$ cat src/hdl/lj_coulomb_site_potential_defines.svh
// Assertion macros shared by the site potential RTL
`ifndef LJ_COULOMB_SITE_POTENTIAL_DEFINES_SVH
`define LJ_COULOMB_SITE_POTENTIAL_DEFINES_SVH
`ifndef SYNTHESIS
`define LJ_ASSERT_COMB(label, clk, rst_n, cond, msg) \
    label: assert property (@(posedge clk) disable iff (!rst_n) (cond)) else $error(msg);
`define LJ_ASSERT_NEXT(label, clk, rst_n, ante, cons, msg) \
    label: assert property (@(posedge clk) disable iff (!rst_n) (ante) |=> (cons)) else $error(msg);
`else
`define LJ_ASSERT_COMB(label, clk, rst_n, cond, msg)
`define LJ_ASSERT_NEXT(label, clk, rst_n, ante, cons, msg)
`endif
`endif

$ cat src/hdl/lj_sqrt.sv
// Pipelined integer square root, one result bit per stage
`timescale 1ns / 1ps
module lj_sqrt #(
    parameter int VAL_W  = 48,
    parameter int SIDE_W = 1
) (
    input  logic                 clk,
    input  logic                 rst_n,
    input  logic                 en,
    input  logic                 op_valid,
    input  logic [VAL_W-1:0]     op,
    input  logic [SIDE_W-1:0]    op_side,
    output logic                 res_valid,
    output logic [VAL_W/2-1:0]   res,
    output logic [SIDE_W-1:0]    res_side
);
    localparam int STEPS = VAL_W / 2;

    logic              v_reg    [STEPS];
    logic [VAL_W-1:0]  rem_reg  [STEPS];
    logic [VAL_W:0]    root_reg [STEPS];
    logic [SIDE_W-1:0] side_reg [STEPS];

    for (genvar i = 0; i < STEPS; i++) begin : g_step
        localparam logic [VAL_W:0] BIT = (VAL_W+1)'(1) << (2 * (STEPS - 1 - i));
        logic              st_v;
        logic [VAL_W-1:0]  st_rem;
        logic [VAL_W:0]    st_root;
        logic [SIDE_W-1:0] st_side;
        logic [VAL_W:0]    trial;
        logic [VAL_W-1:0]  rem_next;
        logic [VAL_W:0]    root_next;

        if (i == 0) begin : g_first
            assign st_v    = op_valid;
            assign st_rem  = op;
            assign st_root = '0;
            assign st_side = op_side;
        end
        else begin : g_rest
            assign st_v    = v_reg[i-1];
            assign st_rem  = rem_reg[i-1];
            assign st_root = root_reg[i-1];
            assign st_side = side_reg[i-1];
        end

        always_comb
        begin
            trial = st_root + BIT;
            if ({1'b0, st_rem} >= trial)
            begin
                rem_next  = st_rem - trial[VAL_W-1:0];
                root_next = (st_root >> 1) + BIT;
            end
            else
            begin
                rem_next  = st_rem;
                root_next = st_root >> 1;
            end
        end

        always_ff @(posedge clk or negedge rst_n)
        begin
            if (!rst_n)
                v_reg[i] <= 1'b0;
            else if (en)
                v_reg[i] <= st_v;
        end

        always_ff @(posedge clk)
        begin
            if (en)
            begin
                rem_reg[i]  <= rem_next;
                root_reg[i] <= root_next;
                side_reg[i] <= st_side;
            end
        end
    end

    assign res_valid = v_reg[STEPS-1];
    assign res       = root_reg[STEPS-1][STEPS-1:0];
    assign res_side  = side_reg[STEPS-1];

endmodule

$ cat config.mk
export PLATFORM = sky130hd
export DESIGN_NAME = lj_sqrt
export DESIGN_NICKNAME = d
export VERILOG_FILES = /design/src/hdl/lj_coulomb_site_potential_defines.svh /design/src/hdl/lj_sqrt.sv
export SDC_FILE = /design/constraint.sdc
export NUM_CORES = 2
export LEC_CHECK = 0
export BUFFER_PORTS_ARGS = -buffer_cell sky130_fd_sc_hd__buf_4
export CORE_UTILIZATION = 60
export CTS_BUF_LIST = sky130_fd_sc_hd__clkbuf_4
export DETAILED_ROUTE_END_ITERATION = 12
export PLACE_DENSITY = 0.79
export SYNTH_ARGS = -nofsm -noshare
export SYNTH_HDL_FRONTEND = slang
export SYNTH_SLANG_ARGS = --single-unit
$ cat constraint.sdc
create_clock -name clk -period 8.4 [get_ports clk]
set_input_delay 0.84 -clock clk [delete_from_list [all_inputs] [get_ports clk]]
set_output_delay 0.84 -clock clk [all_outputs]
set_load 0.005 [all_outputs]
======== Yosys cells after proc, flatten, opt, wreduce, memory -nomap -nowiden ========
Memories as Yosys holds them, arrays and structs flattened.
Index checks and enable logic that the tools add are counted.
cells by class
  $add $sub $neg .......................... 70
  $lt $le $gt $ge ......................... 24
  multiplexer cells ....................... 50
operators by type and width
  kind                    count
  $mux 48                 24
  $ge 48x49->1            23
  $mux 49                 23
  $sub 48x48->48          23
  $add 48x1->49 const B   1
  $add 48x11->49 const B  1
  $add 48x13->49 const B  1
  $add 48x15->49 const B  1
  $add 48x17->49 const B  1
  $add 48x19->49 const B  1
  $add 48x21->49 const B  1
  $add 48x23->49 const B  1
  $add 48x25->49 const B  1
  $add 48x27->49 const B  1
  $add 48x29->49 const B  1
  $add 48x3->49 const B   1
  $add 48x31->49 const B  1
  $add 48x33->49 const B  1
  $add 48x35->49 const B  1
  $add 48x37->49 const B  1
  $add 48x39->49 const B  1
  $add 48x41->49 const B  1
  $add 48x43->49 const B  1
  $add 48x45->49 const B  1
  other kinds (30)        31
storage, ports and cells
  bits in registers ....................... 24
  memory bits (writable) .................. 2,352
  input bits .............................. 53
  memories ................................ 3
memory list
  memory    words  width  rd ports  clocked after memory_dff  wr ports  RTL line       text
  root_reg  24     49     24        0                         24        lj_sqrt.sv:21  logic [VAL_W:0] root_reg [STEPS];
  rem_reg   24     48     23        0                         24        lj_sqrt.sv:20  logic [VAL_W-1:0] rem_reg [STEPS];
  side_reg  24     1      24        0                         24        lj_sqrt.sv:22  logic [SIDE_W-1:0] side_reg [STEPS];

======== Depth between registers and ports, before layout ========
An unclocked memory read counts as a cell.
  depth after elaboration ................. 4
  depth in mapped cells ................... 14
  mapped depth without buffers ............ 11

======== Worst setup path before layout ========
No wires, ideal clock.
  path type ............................... reg-to-reg
  from .................................... memory rem_reg[20][7], in the netlist rem_reg[2][199]
  to ...................................... memory rem_reg[21][31], in the netlist rem_reg[2][271] (data pin)
  setup time .............................. 0.258 ns
  arrival time ............................ 3.105 ns
  data required time ...................... 8.142 ns
  setup slack ............................. 5.037 ns
  cell stages (with the launch flop) ...... 11
  buffers on the path ..................... 1
  period minus slack after synthesis ...... 3.363 ns
  cells stage by stage .................... edfxtp_1 -> ha_1 -> a21oi_1 -> a2111oi_0 -> o311a_1 -> o311a_1 -> a41oi_2 -> or2_2 -> clkbuf_1 -> or4_1 -> xnor2_1
RTL lines
  element          RTL line
  start, declared  lj_sqrt.sv:20

==> results by stage <==
Floorplan:
- The die extent in y is 341 µm.
- In this run the count of I/O pins placed on the die edge is 79.
- The die is roughly 340 µm wide.
- The area inside the core boundary is 0.113 mm².
- The overall die area is 0.116 mm².
- The floorplan has about 120 rows.
- For this configuration, the core starts out at a cell density of 0.609.

GRT:
- The routing layer with the top usage in global route is met2.
- For met3 alone, demand over resource in global routing was 0.0426.
- The number of antenna violations at the first check in global routing is 3.
- The first-pass GRT wire length is 237,000 µm.
- The via count of the first global-routing pass is around 45,000.
- The total overflow reported by the global router is 0.
- Entering global routing, the biggest net connects 210 pins.
- In the global route stage, met2 resource usage came out at 0.454.
- The aggregate global-route resource usage is 0.259.
- For met1 alone, demand over resource in global routing was 0.317.

Synth:
- The number of cells produced by synthesis is 5,397.
- The sequential-to-total area share from yosys stat is 0.631.
- The number of enable-type register cells in the synthesized netlist is between 1,000 and 1,500.
- In the post-synthesis netlist, the biggest area contributors are edfxtp_1, ha_1, xnor2_1.
- The async set or reset register ratio after synthesis is 0.0165.
- The count of unique library cells instantiated by Yosys is 86.
- A synthesized cell averages 12.8 µm².
- The library cell occupying the most area in the post-synthesis netlist is edfxtp_1.
- The cell area that synthesis handed to floorplanning was 0.0689 mm².
- The area share of the largest cell type after synthesis is 0.622.
- The most used flip-flop cell after synthesis is edfxtp_1.
- The flop and latch count out of synthesis is 1,452.
- The number of nets produced by synthesis is 5,772.
- The total of warnings raised by yosys is 0.

CTS:
- The maximum clock path buffer count is 4.
- Clock tree synthesis found a total of 1,452 sinks.
- The number of H-tree branching levels is 5.
- In this run, CTS created clock tree buffers numbering 373.
- The CTS root buffer is clkbuf_4.
- The CTS tree is done.
- The number of gates resized after CTS was 0.
- After clock tree synthesis, the clock-pin slew on the worst setup and hold paths is 70 ps.
- The later pin in the worst-skew pair is clocked with a latency of 1280 ps.

Place:
- The HPWL after detailed placement is 105,000 µm.
- Port buffering added 78 buffers.
- At the end of routability-driven placement, the weighted congestion stood at 0.922.
- Counting tap cells, the placed design contains a total of 6,887 instances.

Critical path:
- The critical path endpoint category is a register.
- The kind of start point of the critical path is a register.
- STA puts the critical path data required time at roughly 9300 ps.
- For the worst setup path, the data arrival time is 5310 ps.
- The worst reg-to-reg setup slack is 4020 ps.
- The cell repeated most along the worst path is nor4_1.
- The worst-path maximum fanout is 34.
- Walking the worst path, the cells encountered are or4_1, or4b_1, nor4_1, o211ai_1, a311oi_2, buf_4, inv_2, o311ai_2, nor4_1, xor2_1.
- The class of the most critical setup path is register to register.
- The largest single stage delay on the critical path is 640 ps.
- On the critical path, the stage with the largest delay is an instance of or4_1.

Cells and area:
- The total number of nets in the final design is 6,189.
- The layout overhead on the synthesized area is 10.3%.
- The post-route non-filler standard cell count is 7,553.
- The flip-flop count of the largest register, all copies and words added is 1,104.
- Of the cells placed in the final design, the portion with a size suffix greater than 1 is 0.125.
- Counting the fill cells in the layout gives around 8,100.

Pwr:
- The total power is about 19 mW.
- Power spread over the standard cell area amounts to ~250 mW/mm².
- The worst IR drop on VDD is 0.192 mV.
- In this run the static leakage power is 29.0 nW.

Timing:
- The final count of hold timing violations was 0.
- Setup repair after global routing left no endpoint under its margin.
- The accumulated negative setup slack is 0 ps.
- The maximum frequency from static timing analysis is roughly 230 MHz.
- The final period utilization is 0.521.
- The worst pin sits at a relative slew slack of 0.139.
- After layout, the minimum clock period comes to between 4000 and 5000 ps.
- Setup violations remaining at the end of the flow were counted as 0.
- The worst clock skew is roughly 110 ps.
- The number of pins with negative max-slew slack in the final report was 0.
- The pin slew with the least headroom to its limit is 1280 ps.

Route:
- The length of the first detailed-routing pass in iterations is 5.
- The sum of routed wire length over all layers is 151,000 µm.
- The residual antenna-violating net count after detailed routing is 0.
- The detail-routed via count per cell is 5.97.
- The routed via count is 45,061.
- In the routed design, unresolved DRC markers number 0.
- After detailed routing, the average wire length per cell comes to 20.0 µm.
- The detailed router finished its first iteration with 3,727 violations.

Run:
- The number of max-cap violations is 0.

Hold path:
- The worst min-delay path category is input port to register.

Outcome:
- The flow ran to the end, and the final reports show no timing, DRC or antenna violations.
-- layout by cell type, fill, tap and decap left out, drive strengths merged, types with 159 or more instances in the layout --
master and count:
nor3 159, xnor2 253, nor4 183, a21oi 292, ha 322, inv 401
nand2 335, clkbuf 517, edfxtp 1428, o21ai 254, xor2 211, nor2 337
-- worst max-delay path: cells and delay by family, from the launching register on --
family | cells | cell delay [ps]
buffers and inverters | 2 | 610
and+or+nand+nor | 4 | 1800
AOI/OAI and AO/OA | 3 | 1030
DFF | 1 | 470
xor gates and xnor gates | 1 | 180
-- metal layers --
metal  vias up  wire, µm
li1      21368         -
met1     21741     60500
met2      1610     77400
met3       342      8110
met4         0      4870
met5         -         0
-- metrics by stage --
stage          hold WS [ps]  setup slack [ps]  utilization  area [µm²]
6_report                183              4020        0.672       76100
5_1_grt                 147              3790        0.672       76100
4_1_cts                 144              4140        0.671       76000
3_5_place_dp            405              4180        0.629       71300
3_3_place_gp            401              4260        0.629       71300
2_1_floorplan           400              5040            -       68900
-- timing repair --
| item | in CTS | in global routing |
|---|---|---|
| setup buffers | 0 | 0 |
| hold buffers | 52 | 0 |
| endpoints found under the hold margin | 75 | 0 |
| setup endpoints to repair | 0 | 0 |
-- final timing paths --
kind | startpoint | endpoint | cells after the start
worst max-delay path | rem_reg[2][274] | rem_reg[2][324] | 10
worst min-delay path | en | side_reg[0][0] | 1
worst max register to register | rem_reg[2][274] | rem_reg[2][324] | 10
worst min register to register | root_reg[1][366] | root_reg[2][22] | 0
max in group asynchronous | rst_n | g_step[19].st_v | 3
min in group asynchronous | rst_n | g_step[1].st_v | 3
-- where the power goes --
group / internal, mW / leakage (nW) / switching (mW)
Clock: 2.84 / 2.57 / 2.77
Sequential: 9.12 / 14.0 / 0.691
Combinational: 1.55 / 12.5 / 2.10
Total: 13.5 / 29.0 / 5.56
-- synth_stat cells (80+ instances only) --
library cell and count:
nor4_1 183, nand3_1 82, xor2_1 211, a21oi_1 292
o21ai_0 253, inv_1 394, nand4_1 80, nor3_1 159
xnor2_1 252, nand2_1 335, a21o_1 111, ha_1 322
clkbuf_1 93, edfxtp_1 1428, nor2_1 337
-- cells by family after synthesis --
logic type,synth area share
AOI/OAI and AO/OA,0.0936
xor gates and xnor gates,0.0591
adders and majority gates,0.0584
buffers and inverters,0.0281
DFF,0.631
muxes,0.0129
and+or+nand+nor,0.117
-- layout make-up --
| class | count | area (µm²) | area share |
|---|---|---|---|
| antenna | 11 | 27.5 | 0.000362 |
| clock buffer | 517 | 3880 | 0.0510 |
| clock inverter | 86 | 382 | 0.00502 |
| inverter | 396 | 1490 | 0.0195 |
| multi-input combinational | 3438 | 23600 | 0.310 |
| sequential | 1452 | 43500 | 0.572 |
| tap | 1500 | 1880 | 0.0247 |
| timing repair buffer | 153 | 1370 | 0.0181 |
(Power assumes the default switching activity.)
